===== config.mk =====
export PLATFORM = sky130hd
export DESIGN_NAME = disparity_region_steering
export DESIGN_NICKNAME = d
export VERILOG_FILES = /design/src/rtl/drs_pkg.sv /design/src/rtl/drs_front.sv /design/src/rtl/drs_fifo.sv /design/src/rtl/drs_back.sv /design/src/rtl/disparity_region_steering.sv
export VERILOG_INCLUDE_DIRS = /design/src /design/src/rtl
export SDC_FILE = /design/constraint.sdc
export NUM_CORES = 2
export LEC_CHECK = 0
export ABC_AREA = 1
export CAP_MARGIN = 30
export CORE_ASPECT_RATIO = 0.7
export CORE_UTILIZATION = 45
export CTS_CLUSTER_SIZE = 24
export DETAILED_ROUTE_END_ITERATION = 8
export DONT_BUFFER_PORTS = 1
export SYNTH_ARGS = -nofsm -noshare
export SYNTH_HDL_FRONTEND = slang
export SYNTH_SLANG_ARGS = --single-unit

===== constraint.sdc =====
create_clock -name aclk -period 31.3 [get_ports aclk]
set_clock_uncertainty 0.15 [all_clocks]
set_input_delay 6.26 -clock aclk [delete_from_list [all_inputs] [get_ports aclk]]
set_output_delay 6.26 -clock aclk [all_outputs]
set_load 0.05 [all_outputs]

===== src/rtl/disparity_region_steering_assert.svh =====
// Assertion macros shared by the disparity region steering RTL.
// Each macro expects aclk and aresetn in the scope where it is used.
`ifndef DISPARITY_REGION_STEERING_ASSERT_SVH
`define DISPARITY_REGION_STEERING_ASSERT_SVH

// Same-cycle implication, checked outside reset.
`define DRS_ASSERT_IMPL(lbl, ante, cons, msg) \
    lbl: assert property (@(posedge aclk) disable iff (!aresetn) (ante) |-> (cons)) \
        else $error(msg);

// Next-cycle implication, checked outside reset.
`define DRS_ASSERT_NEXT(lbl, ante, cons, msg) \
    lbl: assert property (@(posedge aclk) disable iff (!aresetn) (ante) |=> (cons)) \
        else $error(msg);

`endif


===== src/rtl/drs_pkg.sv =====
// Shared types and constants for the disparity region steering block.
// No dependencies; used by every RTL module of the block.
package drs_pkg;

    localparam int SUM_W    = 36;
    localparam int COUNT_W  = 21;
    localparam int TOTAL_W  = 30;
    localparam int FRAME_W  = 7;
    localparam int DISP_W   = 16;
    localparam int COORD_W  = 10;
    localparam int DVD_W    = SUM_W + 4;
    localparam int DVS_W    = COUNT_W + 1;
    localparam int BITCNT_W = 6;
    localparam int MULT_W   = 22;
    localparam int THR_W    = MULT_W + 4;
    localparam int DRIVE_W  = 8;
    localparam int RULE_W   = 3;
    localparam int REGIONS  = 3;
    localparam int IDX_W    = 2;

    localparam int IN_TDATA_W   = 40;
    localparam int OUT_TDATA_W  = 16;
    localparam int OUT_TUSER_W  = 3;
    localparam int CFG_IDX_W    = 3;
    localparam int CFG_DATA_W   = 15;

    localparam int QUEUE_DEPTH = 2;
    localparam int QPTR_W      = 1;
    localparam int QLVL_W      = 2;

    // floor(x / 3) == (x * RECIP_3) >> RECIP_SHIFT for x below 8192
    localparam logic [15:0] RECIP_3     = 16'd43691;
    localparam int          RECIP_SHIFT = 17;

    localparam logic [COUNT_W-1:0] COUNT_MAX = '1;
    localparam logic [TOTAL_W-1:0] TOTAL_MAX = '1;
    localparam logic [FRAME_W-1:0] FRAME_MAX = '1;

    localparam logic [IDX_W-1:0] REG_LEFT  = 2'd0;
    localparam logic [IDX_W-1:0] REG_MID   = 2'd1;
    localparam logic [IDX_W-1:0] REG_RIGHT = 2'd2;

    localparam logic [CFG_IDX_W-1:0] CFG_IMAGE_WIDTH  = 3'd0;
    localparam logic [CFG_IDX_W-1:0] CFG_IMAGE_HEIGHT = 3'd1;
    localparam logic [CFG_IDX_W-1:0] CFG_NEAR_THRESH  = 3'd2;
    localparam logic [CFG_IDX_W-1:0] CFG_FAR_THRESH   = 3'd3;
    localparam logic [CFG_IDX_W-1:0] CFG_FRAMES_PER   = 3'd4;

    localparam logic [RULE_W-1:0] RULE_CLEAR   = 3'd0;
    localparam logic [RULE_W-1:0] RULE_NEAR    = 3'd1;
    localparam logic [RULE_W-1:0] RULE_BLOCKED = 3'd2;
    localparam logic [RULE_W-1:0] RULE_LEFT    = 3'd3;
    localparam logic [RULE_W-1:0] RULE_RIGHT   = 3'd4;

    localparam logic signed [DRIVE_W-1:0] DRIVE_CLEAR_BASE = 8'sd50;
    localparam logic signed [DRIVE_W-1:0] DRIVE_NEAR_BASE  = 8'sd10;
    localparam logic signed [DRIVE_W-1:0] DRIVE_BOOST      = 8'sd40;
    localparam logic signed [DRIVE_W-1:0] DRIVE_FWD        = 8'sd40;
    localparam logic signed [DRIVE_W-1:0] DRIVE_BLOCK_BACK = -8'sd50;
    localparam logic signed [DRIVE_W-1:0] DRIVE_TURN_BACK  = -8'sd20;

    typedef struct packed {
        logic [10:0]         image_width;
        logic [10:0]         image_height;
        logic [14:0]         near_threshold;
        logic [14:0]         far_threshold;
        logic [FRAME_W-1:0]  frames_per_decision;
    } cfg_t;

    // Per-frame accumulation of one frame, index 0 left, 1 middle, 2 right
    typedef struct packed {
        logic [REGIONS-1:0][SUM_W-1:0]   sum;
        logic [REGIONS-1:0][COUNT_W-1:0] count;
    } frame_stats_t;

    typedef struct packed {
        logic push;
        logic pop;
    } queue_ctl_t;

    typedef struct packed {
        logic full;
        logic empty;
    } queue_stat_t;

endpackage


===== src/rtl/drs_front.sv =====
// Front end: accepts disparity pixels, sorts them into thirds and sums them.
// Depends on drs_pkg; hands finished frame statistics to drs_fifo.
module drs_front #(
    parameter int MAX_WIDTH  = 1024,
    parameter int MAX_HEIGHT = 1024
) (
    input  logic                          aclk,
    input  logic                          aresetn,
    input  drs_pkg::cfg_t                 cfg,
    input  logic                          s_tvalid,
    output logic                          s_tready,
    input  logic [drs_pkg::IN_TDATA_W-1:0] s_tdata,
    input  logic                          s_tlast,
    input  logic                          q_full,
    output logic                          q_push,
    output drs_pkg::frame_stats_t         q_data
);

    localparam int WW = ($clog2(MAX_WIDTH + 1) > 11) ? $clog2(MAX_WIDTH + 1) : 11;
    localparam int HW = ($clog2(MAX_HEIGHT + 1) > 11) ? $clog2(MAX_HEIGHT + 1) : 11;
    localparam int PW = WW + 17;

    drs_pkg::frame_stats_t stats_reg, stats_next;

    logic signed [drs_pkg::DISP_W-1:0] disparity;
    logic [drs_pkg::COORD_W-1:0]       col, row;
    logic [WW-1:0]                     w, third, two, col_w;
    logic [HW-1:0]                     h, row_h;
    logic [PW-1:0]                     prod_third, prod_two;
    logic                              pix_ok, xfer;
    logic [drs_pkg::REGIONS-1:0]       hit;

    assign disparity = s_tdata[15:0];
    assign col       = s_tdata[25:16];
    assign row       = s_tdata[35:26];

    assign w = (WW'(cfg.image_width) < WW'(MAX_WIDTH)) ? WW'(cfg.image_width) : WW'(MAX_WIDTH);
    assign h = (HW'(cfg.image_height) < HW'(MAX_HEIGHT)) ? HW'(cfg.image_height)
                                                          : HW'(MAX_HEIGHT);

    // Thirds by reciprocal multiply
    assign prod_third = PW'(w) * PW'(drs_pkg::RECIP_3);
    assign prod_two   = PW'({w, 1'b0}) * PW'(drs_pkg::RECIP_3);
    assign third      = WW'(prod_third >> drs_pkg::RECIP_SHIFT);
    assign two        = WW'(prod_two >> drs_pkg::RECIP_SHIFT);

    assign col_w = WW'(col);
    assign row_h = HW'(row);

    assign pix_ok = (disparity > 0) && (row != '0) && (row_h < h) && (col_w < w);

    always_comb begin
        hit = '0;
        if (pix_ok) begin
            if ((col_w >= WW'(1)) && (col_w < third)) begin
                hit[drs_pkg::REG_LEFT] = 1'b1;
            end else if ((col_w >= third) && (col_w < two)) begin
                hit[drs_pkg::REG_MID] = 1'b1;
            end else if (col_w >= two) begin
                hit[drs_pkg::REG_RIGHT] = 1'b1;
            end
        end
    end

    always_comb begin
        stats_next = stats_reg;
        for (int i = 0; i < drs_pkg::REGIONS; i++) begin
            if (hit[i] && (stats_reg.count[i] != drs_pkg::COUNT_MAX)) begin
                stats_next.sum[i]   = stats_reg.sum[i]
                                    + drs_pkg::SUM_W'(unsigned'(disparity[14:0]));
                stats_next.count[i] = stats_reg.count[i] + drs_pkg::COUNT_W'(1);
            end
        end
    end

    assign s_tready = !q_full;
    assign xfer     = s_tvalid && s_tready;
    assign q_push   = xfer && s_tlast;
    assign q_data   = stats_next;

    // Clear the sums once the frame has been handed over
    always_ff @(posedge aclk) begin
        if (!aresetn) begin
            stats_reg <= '0;
        end else if (xfer) begin
            stats_reg <= s_tlast ? '0 : stats_next;
        end
    end

endmodule


===== src/rtl/drs_fifo.sv =====
// Two-entry queue of frame statistics between front and back end.
// Depends on drs_pkg and the shared assertion macros.
`include "disparity_region_steering_assert.svh"

module drs_fifo (
    input  logic                  aclk,
    input  logic                  aresetn,
    input  drs_pkg::queue_ctl_t   ctl,
    input  drs_pkg::frame_stats_t push_data,
    output drs_pkg::frame_stats_t pop_data,
    output drs_pkg::queue_stat_t  stat
);

    drs_pkg::frame_stats_t             entry_reg [drs_pkg::QUEUE_DEPTH];
    logic [drs_pkg::QPTR_W-1:0]        wr_ptr_reg, rd_ptr_reg;
    logic [drs_pkg::QLVL_W-1:0]        level_reg;

    assign stat.full  = (level_reg == drs_pkg::QLVL_W'(drs_pkg::QUEUE_DEPTH));
    assign stat.empty = (level_reg == '0);
    assign pop_data   = entry_reg[rd_ptr_reg];

    always_ff @(posedge aclk) begin
        if (ctl.push) begin
            entry_reg[wr_ptr_reg] <= push_data;
        end
    end

    always_ff @(posedge aclk) begin
        if (!aresetn) begin
            wr_ptr_reg <= '0;
            rd_ptr_reg <= '0;
            level_reg  <= '0;
        end else begin
            if (ctl.push) begin
                wr_ptr_reg <= wr_ptr_reg + drs_pkg::QPTR_W'(1);
            end
            if (ctl.pop) begin
                rd_ptr_reg <= rd_ptr_reg + drs_pkg::QPTR_W'(1);
            end
            case ({ctl.push, ctl.pop})
                2'b10:   level_reg <= level_reg + drs_pkg::QLVL_W'(1);
                2'b01:   level_reg <= level_reg - drs_pkg::QLVL_W'(1);
                default: level_reg <= level_reg;
            endcase
        end
    end

    `DRS_ASSERT_IMPL(a_no_push_when_full, ctl.push, !stat.full, "push into full queue")
    `DRS_ASSERT_IMPL(a_no_pop_when_empty, ctl.pop, !stat.empty, "pop from empty queue")

endmodule


===== src/rtl/drs_back.sv =====
// Back end: per-region averages by restoring division, running totals and
// the steering decision with its output register. Depends on drs_pkg.
`include "disparity_region_steering_assert.svh"

module drs_back (
    input  logic                              aclk,
    input  logic                              aresetn,
    input  drs_pkg::cfg_t                     cfg,
    input  drs_pkg::queue_stat_t              q_stat,
    input  drs_pkg::frame_stats_t             q_data,
    output logic                              q_pop,
    output logic                              m_tvalid,
    input  logic                              m_tready,
    output logic signed [drs_pkg::DRIVE_W-1:0] left_drive,
    output logic signed [drs_pkg::DRIVE_W-1:0] right_drive,
    output logic [drs_pkg::RULE_W-1:0]        rule_taken
);

    typedef enum logic [5:0] {
        S_IDLE   = 6'b000001,
        S_LOAD   = 6'b000010,
        S_DIV    = 6'b000100,
        S_ACC    = 6'b001000,
        S_THRESH = 6'b010000,
        S_DECIDE = 6'b100000
    } state_t;

    state_t                                     state_reg, state_next;
    drs_pkg::frame_stats_t                      stats_reg;
    logic [drs_pkg::IDX_W-1:0]                  idx_reg;
    logic [drs_pkg::DVD_W-1:0]                  dvd_reg, quo_reg;
    logic [drs_pkg::DVS_W-1:0]                  dvs_reg, rem_reg, rem_new;
    logic [drs_pkg::DVS_W:0]                    rem_sh, rem_diff;
    logic                                       qbit;
    logic [drs_pkg::BITCNT_W-1:0]               bit_cnt_reg;
    logic [drs_pkg::REGIONS-1:0][drs_pkg::TOTAL_W-1:0] totals_reg;
    logic [drs_pkg::FRAME_W-1:0]                fc_reg, fc_inc;
    logic [drs_pkg::THR_W-1:0]                  tn_reg, tf_reg;
    logic [drs_pkg::MULT_W-1:0]                 near_mul, far_mul;
    logic [drs_pkg::DVD_W:0]                    acc_wide;
    logic [drs_pkg::TOTAL_W-1:0]                acc_sat, tn, tf, lt, mt, rt;
    logic                                       last_region, decision_due, slot_free;
    logic signed [drs_pkg::DRIVE_W-1:0]         ld_dec, rd_dec;
    logic [drs_pkg::RULE_W-1:0]                 rule_dec;
    logic                                       out_valid_reg;
    logic signed [drs_pkg::DRIVE_W-1:0]         ld_reg, rd_reg;
    logic [drs_pkg::RULE_W-1:0]                 rule_reg;

    // One quotient bit per cycle
    assign rem_sh   = {rem_reg, dvd_reg[drs_pkg::DVD_W-1]};
    assign rem_diff = rem_sh - {1'b0, dvs_reg};
    assign qbit     = (rem_sh >= {1'b0, dvs_reg});
    assign rem_new  = qbit ? rem_diff[drs_pkg::DVS_W-1:0] : rem_sh[drs_pkg::DVS_W-1:0];

    // Saturating add of the finished average into the running total
    assign acc_wide = (drs_pkg::DVD_W + 1)'(quo_reg)
                    + (drs_pkg::DVD_W + 1)'(totals_reg[idx_reg]);
    assign acc_sat  = (acc_wide > (drs_pkg::DVD_W + 1)'(drs_pkg::TOTAL_MAX))
                    ? drs_pkg::TOTAL_MAX : drs_pkg::TOTAL_W'(acc_wide);

    assign fc_inc       = (fc_reg < drs_pkg::FRAME_MAX) ? fc_reg + drs_pkg::FRAME_W'(1) : fc_reg;
    assign last_region  = (idx_reg == drs_pkg::REG_RIGHT);
    assign decision_due = (fc_inc >= cfg.frames_per_decision);
    assign slot_free    = !out_valid_reg || m_tready;

    assign near_mul = drs_pkg::MULT_W'(cfg.near_threshold) * drs_pkg::MULT_W'(fc_reg);
    assign far_mul  = drs_pkg::MULT_W'(cfg.far_threshold) * drs_pkg::MULT_W'(fc_reg);

    assign tn = drs_pkg::TOTAL_W'(tn_reg);
    assign tf = drs_pkg::TOTAL_W'(tf_reg);
    assign lt = totals_reg[drs_pkg::REG_LEFT];
    assign mt = totals_reg[drs_pkg::REG_MID];
    assign rt = totals_reg[drs_pkg::REG_RIGHT];

    always_comb begin
        if (mt < tn) begin
            rule_dec = drs_pkg::RULE_CLEAR;
            ld_dec   = drs_pkg::DRIVE_CLEAR_BASE + ((rt < tf) ? drs_pkg::DRIVE_BOOST : '0);
            rd_dec   = drs_pkg::DRIVE_CLEAR_BASE + ((lt < tf) ? drs_pkg::DRIVE_BOOST : '0);
        end else if (mt < tf) begin
            rule_dec = drs_pkg::RULE_NEAR;
            ld_dec   = drs_pkg::DRIVE_NEAR_BASE + ((rt < tn) ? drs_pkg::DRIVE_BOOST : '0);
            rd_dec   = drs_pkg::DRIVE_NEAR_BASE + ((lt < tn) ? drs_pkg::DRIVE_BOOST : '0);
        end else if ((lt > tf) && (rt > tf)) begin
            rule_dec = drs_pkg::RULE_BLOCKED;
            ld_dec   = drs_pkg::DRIVE_FWD;
            rd_dec   = drs_pkg::DRIVE_BLOCK_BACK;
        end else if (lt < rt) begin
            rule_dec = drs_pkg::RULE_LEFT;
            ld_dec   = drs_pkg::DRIVE_TURN_BACK;
            rd_dec   = drs_pkg::DRIVE_FWD;
        end else begin
            rule_dec = drs_pkg::RULE_RIGHT;
            ld_dec   = drs_pkg::DRIVE_FWD;
            rd_dec   = drs_pkg::DRIVE_TURN_BACK;
        end
    end

    assign q_pop = (state_reg == S_IDLE) && !q_stat.empty;

    always_comb begin
        state_next = state_reg;
        case (state_reg)
            S_IDLE:   if (!q_stat.empty) state_next = S_LOAD;
            S_LOAD:   state_next = S_DIV;
            S_DIV:    if (bit_cnt_reg == drs_pkg::BITCNT_W'(drs_pkg::DVD_W - 1)) begin
                          state_next = S_ACC;
                      end
            S_ACC:    if (!last_region) begin
                          state_next = S_LOAD;
                      end else begin
                          state_next = decision_due ? S_THRESH : S_IDLE;
                      end
            S_THRESH: state_next = S_DECIDE;
            S_DECIDE: if (slot_free) state_next = S_IDLE;
            default:  state_next = S_IDLE;
        endcase
    end

    // Datapath registers, no reset needed
    always_ff @(posedge aclk) begin
        case (state_reg)
            S_IDLE: begin
                stats_reg <= q_data;
            end
            S_LOAD: begin
                dvd_reg     <= {stats_reg.sum[idx_reg], 4'b0000};
                dvs_reg     <= drs_pkg::DVS_W'(stats_reg.count[idx_reg]) + drs_pkg::DVS_W'(1);
                rem_reg     <= '0;
                bit_cnt_reg <= '0;
            end
            S_DIV: begin
                rem_reg     <= rem_new;
                quo_reg     <= {quo_reg[drs_pkg::DVD_W-2:0], qbit};
                dvd_reg     <= {dvd_reg[drs_pkg::DVD_W-2:0], 1'b0};
                bit_cnt_reg <= bit_cnt_reg + drs_pkg::BITCNT_W'(1);
            end
            S_THRESH: begin
                tn_reg <= {near_mul, 4'b0000};
                tf_reg <= {far_mul, 4'b0000};
            end
            S_DECIDE: begin
                if (slot_free) begin
                    ld_reg   <= ld_dec;
                    rd_reg   <= rd_dec;
                    rule_reg <= rule_dec;
                end
            end
            default: begin
            end
        endcase
    end

    always_ff @(posedge aclk) begin
        if (!aresetn) begin
            state_reg     <= S_IDLE;
            idx_reg       <= drs_pkg::REG_LEFT;
            totals_reg    <= '0;
            fc_reg        <= '0;
            out_valid_reg <= 1'b0;
        end else begin
            state_reg <= state_next;
            // Publish a new decision, else drop the valid once it is taken
            if ((state_reg == S_DECIDE) && slot_free) begin
                out_valid_reg <= 1'b1;
            end else if (m_tready) begin
                out_valid_reg <= 1'b0;
            end
            case (state_reg)
                S_IDLE: begin
                    idx_reg <= drs_pkg::REG_LEFT;
                end
                S_ACC: begin
                    totals_reg[idx_reg] <= acc_sat;
                    idx_reg             <= idx_reg + drs_pkg::IDX_W'(1);
                    if (last_region) begin
                        fc_reg <= fc_inc;
                    end
                end
                S_DECIDE: begin
                    if (slot_free) begin
                        totals_reg <= '0;
                        fc_reg     <= '0;
                    end
                end
                default: begin
                end
            endcase
        end
    end

    assign m_tvalid    = out_valid_reg;
    assign left_drive  = ld_reg;
    assign right_drive = rd_reg;
    assign rule_taken  = rule_reg;

    `DRS_ASSERT_IMPL(a_rem_below_divisor, state_reg == S_DIV, rem_reg < dvs_reg,
                     "division remainder not below divisor")
    `DRS_ASSERT_NEXT(a_decide_waits, (state_reg == S_DECIDE) && out_valid_reg && !m_tready,
                     state_reg == S_DECIDE, "decision overwrote a pending result")
    `DRS_ASSERT_NEXT(a_decide_clears, (state_reg == S_DECIDE) && slot_free,
                     out_valid_reg && (fc_reg == '0) && (totals_reg == '0),
                     "decision did not publish and clear")

endmodule


===== src/rtl/disparity_region_steering.sv =====
// Top level of the disparity region steering block: configuration
// registers, front end, frame queue and back end. Depends on drs_pkg.
//
// Usage:
//   s_* carries one disparity pixel per transaction (Q12.4 disparity, column,
//   row) with s_tlast on the last pixel of a frame. m_* carries one steering
//   decision (left and right drive in percent, rule in m_tuser) after every
//   frames_per_decision frames; other frames produce nothing on m_*.
//   cfg_we/cfg_index/cfg_wdata write the five registers; write them only
//   while the block is idle.
// Throughput: one pixel per cycle while the queue is not full. Each frame
//   end costs the back end a 40-step restoring divider per third, with a
//   load and an accumulate state each, plus a threshold and a decide state
//   when a decision is taken. The queue holds two finished frames, so the
//   front stalls s_tready only when two frame ends wait on the divider.
// Reset: aresetn low clears sums, totals, frame counter, queue and result
//   valid, and loads the register defaults (216 x 162, thresholds 4.0 and
//   8.0, 10 frames). When m_tready is low the result register holds; the
//   back end keeps dividing later frames, but a further decision waits in
//   S_DECIDE, and no frame is popped, until the pending result is taken.
module disparity_region_steering #(
    parameter int MAX_WIDTH  = 1024,
    parameter int MAX_HEIGHT = 1024
) (
    input  logic                            aclk,
    input  logic                            aresetn,
    input  logic                            cfg_we,
    input  logic [drs_pkg::CFG_IDX_W-1:0]   cfg_index,
    input  logic [drs_pkg::CFG_DATA_W-1:0]  cfg_wdata,
    input  logic                            s_tvalid,
    output logic                            s_tready,
    // [15:0] disparity, [25:16] col, [35:26] row, [39:36] zero
    input  logic [drs_pkg::IN_TDATA_W-1:0]  s_tdata,
    input  logic                            s_tlast,
    output logic                            m_tvalid,
    input  logic                            m_tready,
    // [7:0] left_drive, [15:8] right_drive
    output logic [drs_pkg::OUT_TDATA_W-1:0] m_tdata,
    // [2:0] rule_taken
    output logic [drs_pkg::OUT_TUSER_W-1:0] m_tuser
);

    drs_pkg::cfg_t          cfg_reg;
    drs_pkg::queue_ctl_t    q_ctl;
    drs_pkg::queue_stat_t   q_stat;
    drs_pkg::frame_stats_t  q_wdata, q_rdata;
    logic signed [drs_pkg::DRIVE_W-1:0] left_drive, right_drive;
    logic [drs_pkg::RULE_W-1:0]         rule_taken;
    logic                               q_push, q_pop;

    // Register file; unknown indexes drop the write
    always_ff @(posedge aclk) begin
        if (!aresetn) begin
            cfg_reg.image_width         <= 11'd216;
            cfg_reg.image_height        <= 11'd162;
            cfg_reg.near_threshold      <= 15'd64;
            cfg_reg.far_threshold       <= 15'd128;
            cfg_reg.frames_per_decision <= 7'd10;
        end else if (cfg_we) begin
            case (cfg_index)
                drs_pkg::CFG_IMAGE_WIDTH:  cfg_reg.image_width    <= cfg_wdata[10:0];
                drs_pkg::CFG_IMAGE_HEIGHT: cfg_reg.image_height   <= cfg_wdata[10:0];
                drs_pkg::CFG_NEAR_THRESH:  cfg_reg.near_threshold <= cfg_wdata[14:0];
                drs_pkg::CFG_FAR_THRESH:   cfg_reg.far_threshold  <= cfg_wdata[14:0];
                drs_pkg::CFG_FRAMES_PER:   cfg_reg.frames_per_decision <= cfg_wdata[6:0];
                default: begin
                end
            endcase
        end
    end

    // Pixel classification and per-frame sums
    drs_front #(
        .MAX_WIDTH  (MAX_WIDTH),
        .MAX_HEIGHT (MAX_HEIGHT)
    ) u_front (
        .aclk     (aclk),
        .aresetn  (aresetn),
        .cfg      (cfg_reg),
        .s_tvalid (s_tvalid),
        .s_tready (s_tready),
        .s_tdata  (s_tdata),
        .s_tlast  (s_tlast),
        .q_full   (q_stat.full),
        .q_push   (q_push),
        .q_data   (q_wdata)
    );

    assign q_ctl.push = q_push;
    assign q_ctl.pop  = q_pop;

    // Finished frames wait here for the divider
    drs_fifo u_fifo (
        .aclk      (aclk),
        .aresetn   (aresetn),
        .ctl       (q_ctl),
        .push_data (q_wdata),
        .pop_data  (q_rdata),
        .stat      (q_stat)
    );

    // Averages, totals and the steering decision
    drs_back u_back (
        .aclk        (aclk),
        .aresetn     (aresetn),
        .cfg         (cfg_reg),
        .q_stat      (q_stat),
        .q_data      (q_rdata),
        .q_pop       (q_pop),
        .m_tvalid    (m_tvalid),
        .m_tready    (m_tready),
        .left_drive  (left_drive),
        .right_drive (right_drive),
        .rule_taken  (rule_taken)
    );

    assign m_tdata = {right_drive, left_drive};
    assign m_tuser = rule_taken;

endmodule

==> flow_metrics.env <==
export IMPL_placementRows=115
export IMPL_finalHoldViolCount=0
export IMPL_cts_root_buf="clkbuf_16"
export IMPL_cpMostUsedCell="nand2_1"
export IMPL_leakage_nw=29.81
export IMPL_cts_buffers=110
export IMPL_largest_reg_flops=342
export IMPL_cts_tree="yes"
export IMPL_grt_pass1_vias=46970
export IMPL_hp_class="flop to flop"
export IMPL_worst_slew_pin_slew_ns=1.073
export IMPL_critPathMaxFanout=61
export IMPL_gp_congestion=0.9067
export IMPL_initial_core_util_pct=45.34
export IMPL_firstDrtPassIters=6
export IMPL_chipWidth_um=451.6
export IMPL_synth_top_area_share_pct=33.01
export IMPL_port_buffers=0
export IMPL_ys_async_sr_fraction_pct=0
export IMPL_period_share_pct=34.04
export IMPL_syn_area_um2=63670
export IMPL_min_from="u_back.quo_reg[19]"
export IMPL_crit_type="primary input to flop"
export IMPL_yosys_area_top_type="edfxtp_1"
export IMPL_path_clk_slew_ns=0.06
export IMPL_synthTopCellsByCount="2141 x nand2_1, 811 x inv_1, 700 x edfxtp_1"
export IMPL_cts_sinks=1040
export IMPL_coreArea_um2=140400
export IMPL_relSlewSlack_pct=27.71
export IMPL_hold_ws_ns=0.2984
export IMPL_ir_drop_uv=57.83
export IMPL_synth_simple_gate_area_share_pct=22.62
export IMPL_ys_ff_latch=1040
export IMPL_grt_total_usage_pct=25.45
export IMPL_syn_area_per_cell_um2=8.456
export IMPL_fin_crit_ns=10.65
export IMPL_clk_latency_ns=0.75
export IMPL_hpwl_mm=130.1
export IMPL_p_switching_mw=1.316
export IMPL_ctsHoldBuffers=0
export IMPL_yosys_warnings=0
export IMPL_num_vias=50970
export IMPL_place_area_um2=65330
export IMPL_startpoint="s_tdata[0]"
export IMPL_critPathMaxStageDelay_ns=0.72
export IMPL_setup_ws_ns=20.65
export IMPL_setup_violations=0
export IMPL_dp_slack_ns=19.87
export IMPL_design_area_um2=69360
export IMPL_netlist_instances=7530
export IMPL_synthTopCellsByArea="edfxtp_1 33%, nand2_1 13%, dfxtp_1 11%"
export IMPL_synth_top_family_by_area="simple AND/OR/NAND/NOR gates"
export IMPL_drive_above_1_share_pct=4.235
export IMPL_drcViolationCount=0
export IMPL_antenna_left=0
export IMPL_p_per_area_nw_per_um2=58.96
export IMPL_grt_antenna_before_repair=7
export IMPL_drt_first_iter_violations=5424
export IMPL_rsz0062_at_grt="false"
export IMPL_vias_per_cell=5.442
export IMPL_syn_to_final_growth_pct=8.937
export IMPL_ys_types=65
export IMPL_grt_pass1_wl_mm=281.1
export IMPL_cp_required_ns=31.75
export IMPL_fillerInstances=13220
export IMPL_synthMuxAreaShare_pct=0
export IMPL_cts_max_path_buffers=3
export IMPL_cts_setup_buffers=0
export IMPL_synthAdderAreaFrac_pct=14.20
export IMPL_outcome="finished, final reports clean"
export IMPL_arrival_ns=11.10
export IMPL_swShare_pct=32.18
export IMPL_synth_most_common_cell="nand2_1"
export IMPL_ctsHtreeMaxLevel=3
export IMPL_synth_xor_area_share_pct=3.480
export IMPL_cp_slowest_cell="a211oi_1"
export IMPL_crit_chain="nor4_1, and2_0, a211oi_1, o2111ai_2, nor2_1, nand2_4, nor2_4, buf_4, nand3_4, nand2_1, nand2_1, nand2_1, a21oi_1"
export IMPL_overflow=0
export IMPL_pwr_share_comb_pct=22.2
export IMPL_nets=8072
export IMPL_yosysSeqAreaShare_pct=43.70
export IMPL_slew_violations=0
export IMPL_dp_cells=9141
export IMPL_worstSetupStartpointType="primary input"
export IMPL_synth_main_ff_cell="edfxtp_1"
export IMPL_grt_max_degree=113
export IMPL_r2r_start="cfg_reg[58]"
export IMPL_synth_compound_gate_area_share_pct=9.084
export IMPL_p_clk_share_pct=34.1
export IMPL_die_area_um2=143000
export IMPL_dieHeight_um=316.7
export IMPL_totalPowerFinal_mw=4.090
export IMPL_final_cells=9365
export IMPL_internal_power_mw=2.774
export IMPL_maxCapViolations=0
export IMPL_fin_setup_tns_ns=0
export IMPL_ios=85
export IMPL_post_drt_wl_per_cell_um=19.65
export IMPL_wl_mm=184.0
export IMPL_fmax_mhz=93.87
export IMPL_postLayoutCoreUtil_pct=49.39
export IMPL_cts_repair_resized=0
export IMPL_worstSetupEndpointType="flop"
export IMPL_seqPwrFrac_pct=43.7
export IMPL_synth_edff_count=700
cell type report:
class                      count  area (µm²)  area share, %
multi-input combinational   5358       31600          45.56
sequential                  1040       27840          40.13
clock buffer                 138        3083          4.445
inverter                     814        3069          4.425
tap                         1872        2342          3.377
clock inverter                71       794.5          1.145
timing repair buffer          64       618.1         0.8911
antenna                        8       20.02        0.02886
worst max-delay path: cells and delay by family:
family | cells | cell delay [ns]
compound gates | 3 | 1.45
buf+inv | 1 | 0.66
simple gates | 9 | 2.65
power groups by stage:
stage / Clock (mW) / Combinational (mW) / Sequential [mW]
after global routing: 1.47 / 1.02 / 1.80
final: 1.40 / 0.909 / 1.79
after detailed placement: 0 / 0.902 / 1.81
after CTS: 1.42 / 0.907 / 1.79
after global placement: 0 / 0.890 / 1.81
after floorplan: 0 / 0.636 / 1.85
cell usage in the layout (no fill, tap or decap), drive strengths merged, types with 45 or more instances in the layout:
cell	netlist	final
nand2	2147	2147
clkbuf	235	139
o21ai	290	290
nand3b	76	76
nand4	161	161
xor2	151	151
nor4	45	45
nand3	276	276
edfxtp	700	700
a21oi	577	577
a31oi	58	58
fa	171	171
and2	65	65
nor3	88	88
ha	449	449
xnor2	102	102
dfxtp	340	340
nor2	535	535
buf	85	63
inv	814	825
cells by family (layout without fill, tap and decap cells):
| group | Yosys count | after routing |
|---|---|---|
| AO/OA/AOI/OAI | 1067 | 1067 |
| flip-flops | 1040 | 1040 |
| XOR/XNOR | 253 | 253 |
| other | 2 | 12 |
| AND/OR/NAND/NOR | 3414 | 3414 |
| adder cells (fa/ha/maj) | 620 | 620 |
| buffers and inverters | 1134 | 1087 |
routing by layer:
layer,vias to the layer above,share of wire (%),GRT usage [%]
met5,-,0,0
met4,0,1.4,4.638
met3,165,10,6.604
met2,1798,37,33.24
met1,24240,51,41.31
li1,24760,-,-
worst paths after layout:
| check | to | slack, ns | cells after the start |
|---|---|---|---|
| hold reg to reg | u_back.quo_reg[20] | 0.30 | 0 |
| setup / recovery | u_front.stats_reg[52] | 20.65 | 13 |
| setup reg to reg | u_front.stats_reg[52] | 22.53 | 32 |
| hold / removal | u_back.quo_reg[20] | 0.30 | 0 |
(Power assumes the default switching activity.)
